`src/rtl/pwmix_voice_mem.sv`:
```
// ----------------------------------------------------------------------------
// pwmix_voice_mem
// Per-voice phase and table length store. A phase that has not been written
// since reset reads as zero.
// ----------------------------------------------------------------------------
module pwmix_voice_mem #(
    parameter int VOICES = 12,
    parameter int PH_W   = 10,
    parameter int LEN_W  = 11,
    parameter int VI_W   = 4
) (
    input  logic             clk,
    input  logic             rst_n,
    input  logic             we,
    input  logic [VI_W-1:0]  waddr,
    input  logic [PH_W-1:0]  wphase,
    input  logic [LEN_W-1:0] wlen,
    input  logic [VI_W-1:0]  raddr,
    output logic [PH_W-1:0]  rphase,
    output logic [LEN_W-1:0] rlen
);

    logic [PH_W+LEN_W-1:0] mem [VOICES];
    logic [PH_W+LEN_W-1:0] rdata_reg;
    logic [VOICES-1:0]     written_reg;
    logic                  rd_ok_reg;

    always_ff @(posedge clk)
    begin
        if (we)
        begin
            mem[waddr] <= {wphase, wlen};
        end
        rdata_reg <= mem[raddr];
    end

    always_ff @(posedge clk or negedge rst_n)
    begin
        if (!rst_n)
        begin
            written_reg <= '0;
            rd_ok_reg   <= 1'b0;
        end
        else
        begin
            if (we)
            begin
                written_reg[waddr] <= 1'b1;
            end
            rd_ok_reg <= written_reg[raddr];
        end
    end

    assign rphase = rd_ok_reg ? rdata_reg[PH_W+LEN_W-1:LEN_W] : '0;
    assign rlen   = rdata_reg[LEN_W-1:0];

endmodule

```
`config.mk`:
```
export PLATFORM = sky130hd
export DESIGN_NAME = pwmix_voice_mem
export DESIGN_NICKNAME = d
export VERILOG_FILES = /design/src/rtl/pwmix_voice_mem.sv
export SDC_FILE = /design/constraint.sdc
export NUM_CORES = 1
export LEC_CHECK = 0
export ABC_AREA = 0
export ABC_CLOCK_PERIOD_IN_PS = 4320
export BUFFER_PORTS_ARGS = -buffer_cell sky130_fd_sc_hd__buf_2
export CORE_MARGIN = 5
export CORE_UTILIZATION = 65
export CTS_CLUSTER_DIAMETER = 120
export CTS_CLUSTER_SIZE = 8
export DETAILED_ROUTE_END_ITERATION = 6
export PLACE_DENSITY = 0.91
export SKIP_CTS_REPAIR_TIMING = 1
export SLEW_MARGIN = 20
export SYNTH_ARGS = -nofsm -noshare
export SYNTH_HDL_FRONTEND = slang
export SYNTH_SLANG_ARGS = --single-unit
```
`constraint.sdc`:
```
create_clock -name clk -period 4.32 [get_ports clk]
set_clock_uncertainty 0.2 [all_clocks]
set_input_delay 1.296 -clock clk [delete_from_list [all_inputs] [get_ports clk]]
set_output_delay 1.296 -clock clk [all_outputs]
set_load 0.02 [all_outputs]
```
### Yosys cells after proc, flatten, opt, wreduce, memory -nomap -nowiden

Memories as Yosys holds them, arrays and structs flattened. A register that Yosys moved wholly into a read port is not among the register bits.
Index checks and enable logic that the tools add are counted.
Widths: inputs -> output; s select.

| storage, ports and cells | value |
|---|---|
| output and inout port bits | 21 |
| memories kept | 1 |
| register bits | 13 |
| word-level logic and storage cells | 15 |
| RAM bits | 252 |

| cells by class | value |
|---|---|
| multiplexer cells | 7 |
| order comparisons | 3 |
| reductions and logical operators | 1 |
| bitwise logic cells | 1 |

Memory list:

| memory | depth | bits a word | read ports | clocked after memory_dff | write ports | RTL line | source |
|---|---|---|---|---|---|---|---|
| mem | 12 | 21 | 1 | 1 | 1 | 23 | `logic [PH_W+LEN_W-1:0] mem [VOICES];` |

Operators by type and width:

| operator | number |
|---|---|
| $or 12x12->12 | 1 |
| $lt 4x5->1 const B | 2 |
| $mux 10 | 1 |
| $bmux 1 s4 | 1 |
| $demux 1 s4 | 1 |
| $ge 4x1->1 const B | 1 |
| $mux 1 | 4 |
| $logic_and 1x1->1 | 1 |

### Depth between registers and ports, before layout

Gate-level depths: netlist of the first run.

| logic depth | value |
|---|---|
| depth after elaboration | 5 |
| mapped depth | 5 |

### Least setup slack after synthesis of the first run

OpenSTA, ideal clock, no wires.

| timing path | value |
|---|---|
| path kind | input to register |
| start point | input waddr[2] |
| end point | memory mem[0][0] (netlist bit), enable pin |
| path buffers | 0 |
| setup slack | 460 ps |
| arrival time | 3,233 ps |
| setup time | 427 ps |
| stages on the path | 2 |
| cell sequence | or3b_1 -> nor3_1 |

RTL lines:

| what | RTL line | source |
|---|---|---|
| start: declaration | 15 | `input logic [VI_W-1:0] waddr,` |
| end: declaration | 23 |  |

No word-level cell before the write port.

### Worst setup path in the final report of the first run

| timing path | value |
|---|---|
| start point | register rd_ok_reg |
| end point | output rphase[7] |

| on the way | value |
|---|---|
| word-level cells in the longest chain between the ends | 1 |

Ends and longest elaborated chain:

| what | RTL line | source |
|---|---|---|
| start: declaration | 26 | `logic rd_ok_reg;` |
| start signal: assignment | 50 | `rd_ok_reg <= written_reg[raddr];` |
| $mux 10 | 54 | `assign rphase = rd_ok_reg ? rdata_reg[PH_W+LEN_W-1:LEN_W] : '0;` |
| end: declaration | 19 | `output logic [PH_W-1:0] rphase,` |

Every way passes these cells.

==> run metrics, run 1 <==
status complete, no violations; Layout Nets 610; Yosys cell types 21; CP max FO 10; vias per cell 6.680; DIE WIDTH 137.5 µm; setup violators final 0; Tightest Pin Transition 1082 ps; R2R Setup Slk 2660 ps; period utilization 0.6876; # fillers 776; EDFF count, synth 252; drt initial violations 773; Post-synth top cells edfxtp_1, mux4_2, mux2i_1; Reg2Reg Depth 3; wire length on met1 8.699 mm; Hold Path Class flop to flop; leading post-synthesis cells by cell area edfxtp_1, mux4_2, mux2i_1, dfxtp_1, dfrtp_1; GRT overflow 0; count of state elements after synthesis 286; post-route ant nets 0; CTS tree built; setup TNS 0 ps; minimum clock period 2971 ps; max_slew headroom 0.2766; DR top layer met4; gate count after technology mapping 496; RSZ-0062 raised after global routing no; CP arrival 1470 ps; Synth top area share 0.7157; critical path class flop to output pin; CTS clk-pin slew, worst paths 50 ps; RR Startpoint mem[7][18]; Critical Path End Type output pin; syn_area_per_cell 21.32 µm²; Hold Vio Cnt, Final 0; Die Y 137.5 µm; WHS Path Cells 1; RR Endpoint rdata_reg[18]; post-synthesis sequential area ratio 0.7862; Max Cap Viol 0; cts bufs inserted 41; Post-DP HPWL 11.92 mm; Synth warnings 0; FP Rows 46; global-route usage over all layers 0.2674; first-pass GRT wire length 36.04 mm; Worst-Skew Late Latency 520 ps; max FFs per register 252; area leader, netlist edfxtp_1; vias in the first global route 5805; most frequent cell after synthesis edfxtp_1; Hold WS 266.0 ps; Starting Density 0.6632; fraction of layout cells with a size suffix above 1 0.2881; die area 0.01892 mm²; H-tree depth 2; Pwr Density 523.7 mW/mm²; CP required 2820 ps; final WL 24.26 mm; Critical Path Start Type flop; FFs w/ async S/R, synth 0.04545; max frequency 336.6 MHz; Synth Flop Type edfxtp_1; placer congestion estimate 0.7406; clock root cell clkbuf_16; IO Port Bufs 52; initial antenna violation count 1; pin count of the biggest net entering global routing 32; Peak VDD IR 0.3261 mV; worst-path cell with the longest stage delay dfrtp_1; cells along the critical path and2_1, buf_2; Leak Pwr 0.004207 µW; Initial DRT Pass Iterations 7; Worst path max stage delay 590 ps; Synth Net Count 528; WL per Instance 29.29 µm; Residual DRC 0; Hold EP written_reg[4]; Layout area overhead 16.61%; Slew Viols, Final 0; CTS Sinks 286; Multi-input gate area 0.002085 mm²; io pins 53; Hold Path Origin written_reg[4]; Vias 5531; storage element area 0.008313 mm²; Routed met3 length 2.383 mm; core area 0.01594 mm²; Mapped Area 0.01057 mm²; Clock Tree Buf Depth 3; routed wire length on met2 12.43 mm
[logic make-up after synthesis]
group	count (synthesis)	synth area share
AO/OA/AOI/OAI	43	0.03278
buffers and inverters	34	0.02047
flip-flops	286	0.7862
multiplexers	88	0.1366
AND/OR/NAND/NOR	45	0.02402
[final cells by class]
type / instances / area share
repair buffers: 73 / 0.03612
diodes: 1 / 0.0002029
flip-flops and latches: 286 / 0.6742
clock inverters: 1 / 0.0007103
well taps: 216 / 0.02192
multi-input cells: 176 / 0.1691
clock buffers: 75 / 0.09782
[layout by cell type, fill, tap and decap left out, types with 13 or more instances in the layout]
master / instances
edfxtp_1: 252
buf_2: 51
mux4_2: 45
mux2i_1: 43
clkbuf_16: 43
clkbuf_1: 31
a22oi_1: 21
o221ai_1: 21
dfxtp_1: 21
buf_4: 20
dfrtp_1: 13
[critical path, delay by kind of cell, from the launching register on]
family / cells / cell delay (ps)
flops: 1 / 590
simple gates: 1 / 210
buf+inv: 1 / 180
[worst max-delay path by stage]
stage | from | to | slack [ps] | depth (start not counted)
floorplan | waddr[2] | mem[0][0] | 460 | 2
detailed placement | raddr[0] | rdata_reg[15] | 900 | 5
global route | raddr[0] | rdata_reg[15] | 1260 | 5
CTS | rd_ok_reg | rphase[7] | 1350 | 2
finish | rd_ok_reg | rphase[7] | 1350 | 2
global placement | raddr[0] | rdata_reg[9] | 970 | 5
[through the flow]
| stage | util | total power (µW) | instance area, µm² | setup slack [ps] | instances |
|---|---|---|---|---|---|
| floorplan | - | 3399 | 10570 | 460.0 | 496 |
| global placement | 0.6971 | 3498 | 11110 | 965.4 | 751 |
| detailed placement | 0.6971 | 3526 | 11110 | 897.2 | 751 |
| CTS | 0.7733 | 6480 | 12330 | 1346 | 827 |
| global route | 0.7733 | 6651 | 12330 | 1258 | 827 |
| finish | 0.7734 | 6458 | 12330 | 1349 | 828 |
[layer usage]
metal | GRT usage | vias up
li1 | - | 2206
met1 | 0.3580 | 2854
met2 | 0.4471 | 406
met3 | 0.05223 | 65
met4 | 0.09257 | 0
met5 | 0 | -
[where the power goes]
| part | leakage, µW | total (µW) | switching [µW] | internal, µW |
|---|---|---|---|---|
| registers | 0.00259 | 3150 | 40.8 | 3110 |
| clock network | 0.000578 | 2960 | 1100 | 1870 |
| logic | 0.00104 | 346 | 209 | 137 |
No activity file was read; power rests on OpenSTA's default activity.
==> run 2, diff against run 1 <==
- ABC_AREA: 0 -> 1
- ABC_CLOCK_PERIOD_IN_PS: 4320 -> 2700
- CORE_UTILIZATION: 65 -> 55
- PLACE_DENSITY: 0.91 -> 0.82
- clock period: 4.32 -> 2.7 ns (I/O delays scaled with it)
==> run metrics, run 2 <==
status complete, no violations; Synth top area share 0.6464 (-0.06922); WL per Instance 17.84 µm (-39%); Leak Pwr 0.005633 µW (+34%); Layout Nets 1164 (+91%); leading post-synthesis cells by cell area edfxtp_1, nand2_1, nand3_1, inv_1, dfxtp_1; fraction of layout cells with a size suffix above 1 0.1267 (-0.1613); Peak VDD IR 0.7461 mV (+130%); commonest cells after routing, fill and taps aside nand2_1, edfxtp_1, inv_1; Clock Tree Buf Depth 3 (unchanged); CP max FO 10 (unchanged); CP required 1690 ps (-1130 ps); critical path class flop to output pin; vias in the first global route 7841 (+35%); max FFs per register 252 (unchanged); Slew Viols, Final 0 (unchanged); Post-synth top cells nand2_1, edfxtp_1, inv_1; count of state elements after synthesis 286 (unchanged); clock root cell clkbuf_16; Critical Path Start Type flop; setup violators final 0 (unchanged); most common library cell in the layout ignoring fill and taps nand2_1; # fillers 1488 (+92%); R2R Setup Slk 1440 ps (-1220 ps); Hold Vio Cnt, Final 0 (unchanged); Die Y 155.9 µm (+13%); Finished Cell Area 0.01343 mm² (+8.9%); core area 0.02102 mm² (+32%); Mapped Area 0.01171 mm² (+11%); CTS tree built; Max Cap Viol 0 (unchanged); placer congestion estimate 0.7831 (+5.7%); pin count of the biggest net entering global routing 145 (+350%); Residual DRC 0 (unchanged); Starting Density 0.5569 (-0.1064); Hold Path Class flop to flop; Critical Path End Type output pin; initial antenna violation count 0 (-1); post-synthesis sequential area ratio 0.7101 (-0.07605); Synth warnings 0 (unchanged); syn_area_per_cell 10.96 µm² (-49%); post-placement cell area 0.01224 mm² (+10%); drt initial violations 829 (+7.2%); FFs w/ async S/R, synth 0.04545 (unchanged); Initial DRT Pass Iterations 5 (-2); final WL 25.60 mm (+5.6%); CTS Sinks 286 (unchanged); FP Rows 53 (+15%); GRT overflow 0 (unchanged); Worst-Skew Late Latency 520 ps (about the same); RR Startpoint mem[0][10]; vias per cell 5.424 (-19%); EDFF count, synth 252 (unchanged); Hold Path Origin written_reg[10]; Synth Net Count 1100 (+110%); area leader, netlist edfxtp_1; Post-DP HPWL 14.28 mm (+20%); RSZ-0062 raised after global routing no; H-tree depth 2 (unchanged); Hold WS 265.9 ps (-0.08700 ps); Pwr Density 764.3 mW/mm² (+46%); overall power 10270 µW (+59%); period utilization 0.8801; CTS clk-pin slew, worst paths 50 ps (about the same); max_slew headroom 0.5536 (+0.2770); most frequent cell after synthesis nand2_1; max frequency 420.8 MHz; Synth Flop Type edfxtp_1; Layout area overhead 14.74%; setup TNS 0 ps (unchanged); io pins 53 (unchanged); Inserted Diodes 0 (-1); Critical Path Start rd_ok_reg; IO Port Bufs 52 (unchanged); CP arrival 1370 ps (-100 ps); post-route ant nets 0 (unchanged); die area 0.02430 mm² (+28%); first-pass GRT wire length 40.77 mm (+13%); minimum clock period 2376 ps; Yosys cell types 18 (-14%); global-route usage over all layers 0.2144 (-0.05296); Vias 7784 (+41%); cts bufs inserted 41 (unchanged); Tightest Pin Transition 669.6 ps (-412.8 ps); gate count after technology mapping 1068 (+120%); utilization after layout 0.6390 (-0.1345); DIE WIDTH 155.9 µm (+13%)
run 2: power breakdown:
group / total (µW) / switching, µW / internal, µW
Clock: 4650 / 1720 / 2920
Combinational: 627 / 439 / 188
Sequential: 4990 / 37.6 / 4950
run 2: worst paths after layout:
check | cells after the start | to
setup / recovery | 4 | rphase[1]
max in group asynchronous | 2 | rd_ok_reg
hold reg to reg | 1 | written_reg[10]
setup reg to reg | 6 | rdata_reg[10]
min in group asynchronous | 2 | written_reg[8]
hold / removal | 1 | written_reg[10]
run 2: final cells by class:
class	instances	area (µm²)	share of cell area
Tap cell	275	344.1	0.02562
Clock buffer	69	1174	0.08738
Timing Repair Buffer	84	568.0	0.04229
Multi-Input combinational cell	560	2421	0.1803
Clock inverter	2	12.51	0.0009315
Inverter	159	599.3	0.04462
Sequential cell	286	8313	0.6189
run 2: per-layer routing:
layer	global-route usage	up-vias	part of all wire
li1	-	3617	-
met1	0.2785	3725	0.39
met3	0.03883	67	0.077
met5	0	-	0
met4	0.07837	0	0.028
met2	0.3642	375	0.50
run 2: critical path, cell delays in order, from the launching register on:
cell,delay (ps)
dfrtp_1,310
buf_4,240
nand2_1,80
inv_1,60
buf_2,160
run 2: kinds of logic (layout without fill, tap and decap cells):
group	count (synthesis)	count (layout)	share of synthesized area
and+or+nand+nor	479	479	0.1692
DFF	286	286	0.7101
buffers and inverters	222	314	0.08561
AOI/OAI and AO/OA	81	81	0.03506
run 2: through the flow:
stage / std cells / setup slack [ps]
2_1_floorplan: 1068 / 141.4
3_3_place_gp: 1363 / 474.0
3_5_place_dp: 1363 / 429.2
4_1_cts: 1434 / 290.8
5_1_grt: 1435 / 206.3
6_report: 1435 / 323.7
