## config.mk

```make
export PLATFORM = sky130hd
export DESIGN_NAME = pwmix_out_stage
export DESIGN_NICKNAME = d
export VERILOG_FILES = /design/src/rtl/pwmix_pkg.sv /design/src/rtl/pwmix_out_stage.sv
export SDC_FILE = /design/constraint.sdc
export NUM_CORES = 1
export LEC_CHECK = 0
export BUFFER_PORTS_ARGS = -buffer_cell sky130_fd_sc_hd__clkbuf_2
export CAP_MARGIN = 0
export CORE_ASPECT_RATIO = 1.1
export CORE_MARGIN = 2
export CORE_UTILIZATION = 51
export CTS_CLUSTER_DIAMETER = 60
export DETAILED_ROUTE_END_ITERATION = 10
export PLACE_DENSITY = 0.76
export SLEW_MARGIN = 15
export SYNTH_ARGS = -nofsm -noshare
export SYNTH_HDL_FRONTEND = slang
export SYNTH_SLANG_ARGS = --single-unit
```

## constraint.sdc

```tcl
create_clock -name clk -period 1.1 [get_ports clk]
set_input_delay 0 -clock clk [delete_from_list [all_inputs] [get_ports clk]]
set_output_delay 0 -clock clk [all_outputs]
set_load 0.03 [all_outputs]
```

## src/rtl/pwmix_pkg.sv

```systemverilog
// ----------------------------------------------------------------------------
// pwmix_pkg
// Item formats, action codes and fixed constants of the wavetable mixer.
// ----------------------------------------------------------------------------
package pwmix_pkg;

    localparam int GAIN_W = 4;
    localparam logic [GAIN_W-1:0] GAIN_RESET = 4'd12;

    localparam int MIX_W  = 12;
    localparam int DAC_W  = 16;
    localparam int MASK_W = 12;

    localparam int MIX_MAX = 4095;
    localparam int DAC_MAX = 65535;

    localparam logic [1:0] ACT_TICK   = 2'd0;
    localparam logic [1:0] ACT_TOGGLE = 2'd1;
    localparam logic [1:0] ACT_SAMPLE = 2'd2;
    localparam logic [1:0] ACT_LENGTH = 2'd3;

    typedef struct packed {
        logic [1:0]  action;
        logic [3:0]  voice;
        logic [9:0]  sample_addr;
        logic [10:0] load_value;
    } in_item_t;

    typedef struct packed {
        logic [MIX_W-1:0]  mix_sum;
        logic [DAC_W-1:0]  dac_word;
        logic [MASK_W-1:0] active_mask;
    } out_item_t;

endpackage

```

## src/rtl/pwmix_out_stage.sv

```systemverilog
// ----------------------------------------------------------------------------
// pwmix_out_stage
// Scales the mixed sum by the gain, saturates both fields and holds the
// result beat until the receiver takes it.
// ----------------------------------------------------------------------------
module pwmix_out_stage #(
    parameter int SUM_W = 12
) (
    input  logic                                clk,
    input  logic                                rst_n,
    input  logic                                load,
    input  logic [SUM_W-1:0]                    sum,
    input  logic [pwmix_pkg::GAIN_W-1:0]        gain,
    input  logic [pwmix_pkg::MASK_W-1:0]        mask,
    output logic                                free,
    output logic                                out_valid,
    input  logic                                out_stall,
    output pwmix_pkg::out_item_t                out_data
);

    import pwmix_pkg::*;

    localparam int PROD_W = SUM_W + GAIN_W;

    logic [PROD_W-1:0] prod;
    out_item_t         item_next;
    out_item_t         item_reg;
    logic              valid_reg;

    always_comb
    begin
        prod = PROD_W'(sum) * PROD_W'(gain);
        item_next.mix_sum     = (32'(sum) > MIX_MAX) ? MIX_W'(MIX_MAX) : MIX_W'(sum);
        item_next.dac_word    = (32'(prod) > DAC_MAX) ? DAC_W'(DAC_MAX) : DAC_W'(prod);
        item_next.active_mask = mask;
    end

    assign free = !valid_reg || !out_stall;

    always_ff @(posedge clk)
    begin
        if (load)
        begin
            item_reg <= item_next;
        end
    end

    always_ff @(posedge clk or negedge rst_n)
    begin
        if (!rst_n)
        begin
            valid_reg <= 1'b0;
        end
        else if (load)
        begin
            valid_reg <= 1'b1;
        end
        else if (!out_stall)
        begin
            valid_reg <= 1'b0;
        end
    end

    assign out_valid = valid_reg;
    assign out_data  = item_reg;

endmodule

```

# Yosys cells after proc, flatten, opt, wreduce, memory -nomap -nowiden
# Index checks and enable logic that the tools add are counted.
[classes]
n_addsub = 0
multipliers = 1
div_mod_pow = 0
n_lt_le_gt_ge = 0
eq_ne = 1
n_shift = 0
mux = 2
n_bitwise = 0
reduce_logical = 3
[ops]
columns = ["operator", "count"]
rows = [
  ["multiplier 12 x 4 -> 16 bit", 1],
  ["zero test 1 bit", 2],
  ["two-way mux 1 bit", 2],
  ["!= test 2 bit (second input constant)", 1],
  ["logical OR 1 bit", 1],
]
[totals]
register_bits = 41
latch_bits = 0
ram_bits = 0
mem_bits_ro = 0
input_bits = 32
out_inout_bits = 42
elab_cells = 11
mem_count = 0

# Logic depth before layout (Yosys ltp)
# Gate-level depths: netlist of run 1.
[depth]
ltp_word = 2
ltp_mapped = 12
mapped_depth_nobuf = 11

# Worst setup path before layout of run 1
# OpenSTA, ideal clock, no wires.
[synth_timing]
path_type = "input to register"
startpoint = "input port gain[3] (netlist name)"
endpoint = "register item_reg, in the netlist out_data[25] (data pin)"
setup_ns = 0.260
arrival_time_ns = 2.569
required_time_ns = 0.840
path_slack_ns = -1.729
cell_stages = 12
n_path_buf = 1
path_cell_list = "clkbuf_1 > and2_1 > fa_1 > inv_1 > fa_1 > inv_1 > ha_1 > o21ai_0 > nor4_2 > nor3_2 > o21bai_2 > xor2_1"
[synth_via]
elab_chain_len = 1
[synth_rtl]
columns = ["item", "line_no", "source"]
rows = [
  ["start, declared", "pwmix_out_stage.sv:13", "input logic [pwmix_pkg::GAIN_W-1:0] gain,"],
  ["multiplier 12 x 4 -> 16 bit", "pwmix_out_stage.sv:32", "prod = PROD_W'(sum) * PROD_W'(gain);"],
  ["via prod[13]", "pwmix_out_stage.sv:25", "logic [PROD_W-1:0] prod;"],
  ["end signal, assigned", "pwmix_out_stage.sv:44", "item_reg <= item_next;"],
  ["end, declared", "pwmix_out_stage.sv:27", "out_item_t item_reg;"],
]
# The timed path passes the listed nets, and every way through them passes these cells.
# A chain may end at the register's enable or synchronous reset.

# Worst setup path in the final report of run 1
[layout_timing]
startpoint = "input port sum[5]"
endpoint = "register item_reg, in the netlist out_data[23] (data pin)"
[layout_via]
elab_chain_len = 1
[layout_rtl]
columns = ["item", "line_no", "source"]
rows = [
  ["start, declared", "pwmix_out_stage.sv:12", "input logic [SUM_W-1:0] sum,"],
  ["multiplier 12 x 4 -> 16 bit", "pwmix_out_stage.sv:32", ""],
  ["via prod[11]", "pwmix_out_stage.sv:25", ""],
]
# The timed path passes the listed nets, and every way through them passes these cells.

==> results of run 1 <==
-- per-stage QoR --
step	instances	hold slack [ns]	cell area [um2]	util [%]	power (W)
after floorplan	230	-0.2956	2929	-	0.003835
after global placement	397	-0.2253	3642	71.88	0.004580
after detailed placement	397	-0.2204	3642	71.88	0.004659
after CTS	433	0.0007373	4213	83.14	0.006328
after global routing	438	0.001202	4318	85.21	0.006804
final	438	0.001649	4318	85.21	0.006478
-- cells in the final DEF (no fill, tap or decap), types with 4 or more instances in the layout --
master | synthesis | layout
clkbuf_2 | 0 | 63
buf_4 | 0 | 45
edfxtp_1 | 40 | 40
inv_1 | 39 | 26
and2_1 | 36 | 19
dlygate4sd3_1 | 0 | 19
fa_1 | 20 | 18
and2_4 | 0 | 17
nand2_1 | 19 | 17
inv_2 | 0 | 13
ha_4 | 0 | 11
clkbuf_8 | 0 | 11
ha_1 | 20 | 9
buf_6 | 0 | 9
xnor2_1 | 9 | 7
a21oi_2 | 1 | 5
a21o_1 | 4 | 4
-- worst max-delay path by stage --
stage	start	to	slack, ns	cells past startpoint
final	sum[5]	out_data[23]	-1.44	14
after global routing	sum[7]	out_data[25]	-1.50	13
after CTS	sum[3]	out_data[25]	-1.40	13
after detailed placement	gain[3]	out_data[25]	-1.81	12
after global placement	gain[3]	out_data[26]	-1.71	12
after floorplan	gain[3]	out_data[25]	-1.56	12
-- state kept, by name, indices dropped and copies added (netlist names) --
signal and cells:
out_data 40, out_valid 1
-- per-layer routing --
metal	share of wire, %	track usage [%]	routed length [um]	up-vias
li1	-	-	-	1051
met1	43	27.05	2826	1012
met2	52	42.32	3425	58
met3	3.3	3.764	215	13
met4	2.1	6.909	141	0
met5	0	0	0	-
-- area by class of cell --
type,instances,area [um2]
sequential,41,1226
tap,58,72.57
clock inverter,2,37.54
clock buffer,6,82.58
multi-input combinational,146,1639
timing repair buffer,146,1114
fill,260,749.5
inverter,39,146.4
-- power by group through the flow --
stage,clock network (W),registers (W),logic [W]
final,0.00130,0.00208,0.00310
after global routing,0.00137,0.00210,0.00334
after CTS,0.00132,0.00208,0.00293
after detailed placement,0,0.00211,0.00255
after global placement,0,0.00211,0.00247
after floorplan,0,0.00259,0.00124
-- repair_timing --
item                       4_1_cts  5_1_grt
hold buffers                    19        0
setup buffers                    9        5
cloned                           1        1
setup endpoints to repair       13       13
gates resized for setup         45       23
hold endpoints to repair        19        0
pin swaps                       31       27
-- worst max-delay path: stages --
cell and delay, ns:
clkbuf_8 0.12, buf_6 0.11, and2_4 0.13, fa_1 0.52
inv_2 0.05, fa_1 0.51, inv_2 0.06, ha_4 0.29
nand2_1 0.08, a211oi_2 0.26, nor3_2 0.07, buf_4 0.15
buf_4 0.13, xnor2_1 0.11
-- cell families after synthesis --
kind of cell / after synthesis
fa+ha+maj: 40
xor+xnor: 12
compound gates: 28
buf+inv: 43
simple gates: 66
flops: 41
==> impl_metrics.tcl, run 1 <==
set metrics [dict create \
    result_of_the_run "complete, but fails checks" \
    violated_checks "negative setup slack" \
    power_per_cell_area_nw_per_um2 1500 \
    largest_family_of_logic_cells_by_synthesized_area "adder cells" \
    yosys_warnings 0 \
    synth_common_cells "edfxtp_1 (40), inv_1 (39), and2_1 (36)" \
    numClockSinks 41 \
    worstHoldStart "sum[4]" \
    syn-cell-area_um2 2725 \
    yosysTopAreaCellShare_pct 44.08 \
    ys_types 33 \
    floorplan.rows 27 \
    clk_transition_reported_paths_ns 0.09 \
    dr.pass1.iters 4 \
    start_kind "input pin" \
    synth.most_common_cell "edfxtp_1" \
    synth_sequential_area_ratio_pct 45.00 \
    timing.final.setup_violations 13 \
    synth_area_leader_cell "edfxtp_1" \
    routedWlPerCell_um 15.09 \
    post_synth_xor_area_fraction_pct 3.857 \
    preCtsSetupSlack_ns -1.812 \
    design.portCount 74 \
    synth_fa_ha_area_share_pct 23.88 \
    worst_clock_skew_ns 0 \
    min_period_over_period_pct 231.3 \
    clockRootBuffer "clkbuf_8" \
    layout_setup_ws_ns -1.445 \
    compound_gate_portion_of_the_synthesized_area_pct 7.530 \
    power.static_leakage_nw 2.009 \
    synth_simple_gate_area_share_pct 13.82 \
    antennaDiodeCount 0 \
    worstSetupEndpointType "flop" \
    clockBufferDepth 2 \
    cp_data_arrival_time_ns 2.59 \
    global_route.usage.total_pct 23.03 \
    final_antenna_net_count 0 \
    power.ir.vdd_worst_uv 870.4 \
    worstSkewPairLatency_ns 0.29 \
    global_route.overflow_total 0 \
    r2r_end "out_valid" \
    r2r_start "out_valid" \
    initial_utilization_pct 53.78 \
    gpl.final_weighted_congestion 0.8005 \
    grt_setup_unrepaired "true" \
    max_cap_viol_count 0 \
    clock_power_share_pct 20.0 \
    synthMuxAreaShare_pct 0 \
    p_sw_share_pct 34.41 \
    io_buffer_count 73 \
    timing.critical_path.required_ns 1.15 \
    min-delay-path-class "in -> reg" \
    grt_pass1_wl_mm 10.34 \
    slew-limit-headroom_pct 83.17 \
    cell_internal_pwr_w 0.004249 \
    grt_max_degree 42 \
    die_height_um 80.67 \
    ys_seq_elements 41 \
    synth_fp_nets 302 \
    drive_above_1_share_pct 54.21 \
    worst_r2r_path_depth 2 \
    area_growth_pct 58.45 \
    min_delay_path_depth 2 \
    core_region_area_um2 5067 \
    ys_async_sr_fraction_pct 2.439 \
    via_per_inst 4.872 \
    final_period_minus_worst_setup_slack_ns 2.545 \
    drcViolationCount 0 \
    synth.avg_cell_area_um2 11.85 \
    synth_top_cells_by_area "edfxtp_1 (44%), fa_1 (15%), ha_1 (9.2%)" \
    detailedPlacementHpwl_mm 4.296 \
    tritoncts_clock_tree "built" \
    combinationalPowerShare_pct 47.9 \
    cts.htree.levels 2 \
    tritoncts.num_buffers 5 \
    vias 2134 \
    reg_to_reg_slack_setup_ns 0.44 \
    drv_slew 0 \
    timing_worst_slew_pin_value_ns 0.2498 \
    power.share.sequential_pct 32.1 \
    edff_count_synth 40 \
    synth_cells 230 \
    switching_power_w 0.002229 \
    drt_iter0_drc 44 \
    critical_path_maximum_fanout 4 \
    max_freq_mhz 393.0 \
    hold_viol_final 0 \
    holdPathEnd "out_data[32]" \
    design.die.area_um2 5945 \
    antenna_found_initial 0 \
    critical_path_class "in -> reg" \
    setup_total_negative_slack_ns -15.51 \
    postRouteWirelength_mm 6.610 \
    fp.dieW_um 73.70 \
    grt_pass1_vias 2240 \
    num-nets-final 451 \
    synth_ff_type "edfxtp_1" \
]
Power figures use the tool's default switching activity.
==> run 2, diff against run 1 <==
--- a/config.mk
+++ b/config.mk
@@ -9,3 +9,3 @@
 export CAP_MARGIN = 0
-export CORE_ASPECT_RATIO = 1.1
+export CORE_ASPECT_RATIO = 0.8
 export CORE_MARGIN = 2
==> constraint.sdc (replaced) <==
create_clock -name clk -period 1.1 [get_ports clk]
set_input_delay 0.165 -clock clk [delete_from_list [all_inputs] [get_ports clk]]
set_output_delay 0.165 -clock clk [all_outputs]
set_load 0.03 [all_outputs]
==> run 2 against run 1 <==
- setup slack worse by 0.12 ns
- register-to-register slack improved by 0.02 ns
- the run ends with design-rule violations, negative setup slack left
- clock power down 24%
- worst hold slack better by 0.041 ns
- non-clock buffer count shrank 24
- critical path type unchanged
- sequential power barely moved
- combinational power is 3% lower
- flip-flop and latch count is the same
==> impl_metrics.tcl, run 2 (synthesis gave the netlist of run 1 again) <==
set metrics [dict create \
    global_route.overflow_total 0 \
    clockRootBuffer "clkbuf_8" \
    largest_register_ffs 40 \
    switching_power_w 0.002217 \
    final_period_minus_worst_setup_slack_ns 2.666 \
    most-common-layout-cells "clkbuf_2 (62), edfxtp_1 (40), buf_4 (40), inv_1 (28), and2_1 (22)" \
    crit_chain "clkbuf_16 > and2_4 > fa_1 > inv_2 > fa_1 > inv_2 > ha_4 > buf_6 > nand2_2 > a211oi_2 > nor3_2 > buf_4 > o21bai_4 > xor2_1" \
    floorplan.rows 23 \
    slew-limit-headroom_pct 82.43 \
    grt_pass1_vias 2280 \
    worst_clock_skew_ns 0 \
    fin_hold_ws_ns 0.04298 \
    gpl.final_weighted_congestion 0.8600 \
    dr.pass1.iters 8 \
    power_per_cell_area_nw_per_um2 1479 \
    critical_path_maximum_fanout 5 \
    tritoncts.num_buffers 5 \
    grt_pass1_wl_mm 10.78 \
    total_power_w 0.006072 \
    design.portCount 74 \
    min_delay_path_depth 1 \
    clk_transition_reported_paths_ns 0.08 \
    stdcell_count 418 \
    combinationalPowerShare_pct 49.4 \
    antennaDiodeCount 0 \
    core_region_area_um2 5094 \
    top_signal_layer_used "met4" \
    critical_path_class "in -> reg" \
    layout_setup_ws_ns -1.566 \
    routedWlPerCell_um 15.66 \
    routed-wl-met2_mm 3.183 \
    io_buffer_count 73 \
    post-place-cells 400 \
    worst_r2r_path_depth 2 \
    num-nets-final 427 \
    p_sw_share_pct 36.51 \
    layout.core_utilization_pct 80.59 \
    detailedPlacementHpwl_mm 4.338 \
    grt_max_degree 42 \
    area_growth_pct 50.64 \
    result_of_the_run "complete, but fails checks" \
    design.die.area_um2 5948 \
    grt_setup_unrepaired "true" \
    preCtsSetupSlack_ns -1.964 \
    worstSkewPairLatency_ns 0.29 \
    critical-path-max-stage-delay_ns 0.56 \
    numClockSinks 41 \
    vias 2134 \
    worstSetupEndpointType "flop" \
    violated_checks "design-rule violations, negative setup slack" \
    drcViolationCount 8 \
    drt_iter0_drc 126 \
    fp.dieW_um 85.73 \
    timing_worst_slew_pin_value_ns 0.2627 \
    min-delay-path-class "in -> reg" \
    critical_path.slowest_cell "fa_1" \
    antenna_found_initial 0 \
    start_kind "input pin" \
    via_per_inst 5.105 \
    global_route.usage.total_pct 23.07 \
    max_freq_mhz 375.0 \
    dr_wl_met3_um 325 \
    clockBufferDepth 2 \
    tritoncts_clock_tree "built" \
    cts.htree.levels 2 \
    initial_utilization_pct 53.50 \
    final_antenna_net_count 0 \
    hold_viol_final 0 \
    die_height_um 69.38 \
    timing.final.setup_violations 14 \
    met1_wire_length_mm 2.863 \
    power.share.sequential_pct 34.2 \
    cell_internal_pwr_w 0.003855 \
    layout_commonest_cell "clkbuf_2" \
    clock_power_share_pct 16.3 \
    power.ir.vdd_worst_uv 927.4 \
    min_period_over_period_pct 242.4 \
    timing.critical_path.required_ns 1.15 \
    postRouteWirelength_mm 6.547 \
    max_cap_viol_count 0 \
    power.static_leakage_nw 1.918 \
    cp_data_arrival_time_ns 2.72 \
    drive_above_1_share_pct 54.49 \
    drv_slew 0 \
]
## run 2: stage by stage
step                area, um2  TNS, ns
floorplan                2929   -19.18
CTS                      4003   -16.74
detailed placement       3640   -22.72
global placement         3640   -21.82
finish                   4105   -17.16
global route             4105   -17.90
## run 2: worst paths after layout
kind,slack [ns],endpoint,startpoint
max in group asynchronous,0.83,out_valid,rst_n
max,-1.57,out_data[25],gain[3]
min,0.04,out_data[5],mask[5]
max reg2reg,0.46,out_valid,out_valid
min reg2reg,0.53,out_valid,out_valid
min in group asynchronous,0.18,out_valid,rst_n
## run 2: area by class of cell
class / instances / area [um2]
Clock inverter: 3 / 16.27
Sequential cell: 41 / 1226
Timing Repair Buffer: 122 / 898.4
Inverter: 39 / 146.4
Tap cell: 62 / 77.57
Clock buffer: 5 / 68.82
Fill cell: 288 / 988.4
Multi-Input combinational cell: 146 / 1672
## run 2: what timing repair did
action,CTS,global route
hold buffers,1,0
pin swaps,29,14
gates resized for setup,49,22
hold endpoints to repair,1,0
buffers inserted,5,4
setup endpoints to repair,15,16
cloned,1,0
## run 2: routing by layer
metal / vias to the layer above / global-route usage, %
met4: 0 / 7.407
li1: 1007 / -
met2: 79 / 38.45
met3: 17 / 4.643
met1: 1031 / 30.31
met5: - / 0
## run 2: worst max-delay path, delay by kind of cell
| kind | cells | cell delay [ns] |
|---|---|---|
| fa+ha+maj | 3 | 1.38 |
| buf+inv | 5 | 0.50 |
| compound gates | 2 | 0.32 |
| simple gates | 3 | 0.28 |
| xor+xnor | 1 | 0.07 |
## run 2: power groups by stage
stage	combinational [W]	sequential (W)	clock, W
detailed placement	0.00254	0.00212	0
finish	0.00300	0.00208	0.000992
global route	0.00323	0.00210	0.00108
global placement	0.00248	0.00211	0
floorplan	0.00124	0.00259	0
CTS	0.00280	0.00208	0.00103
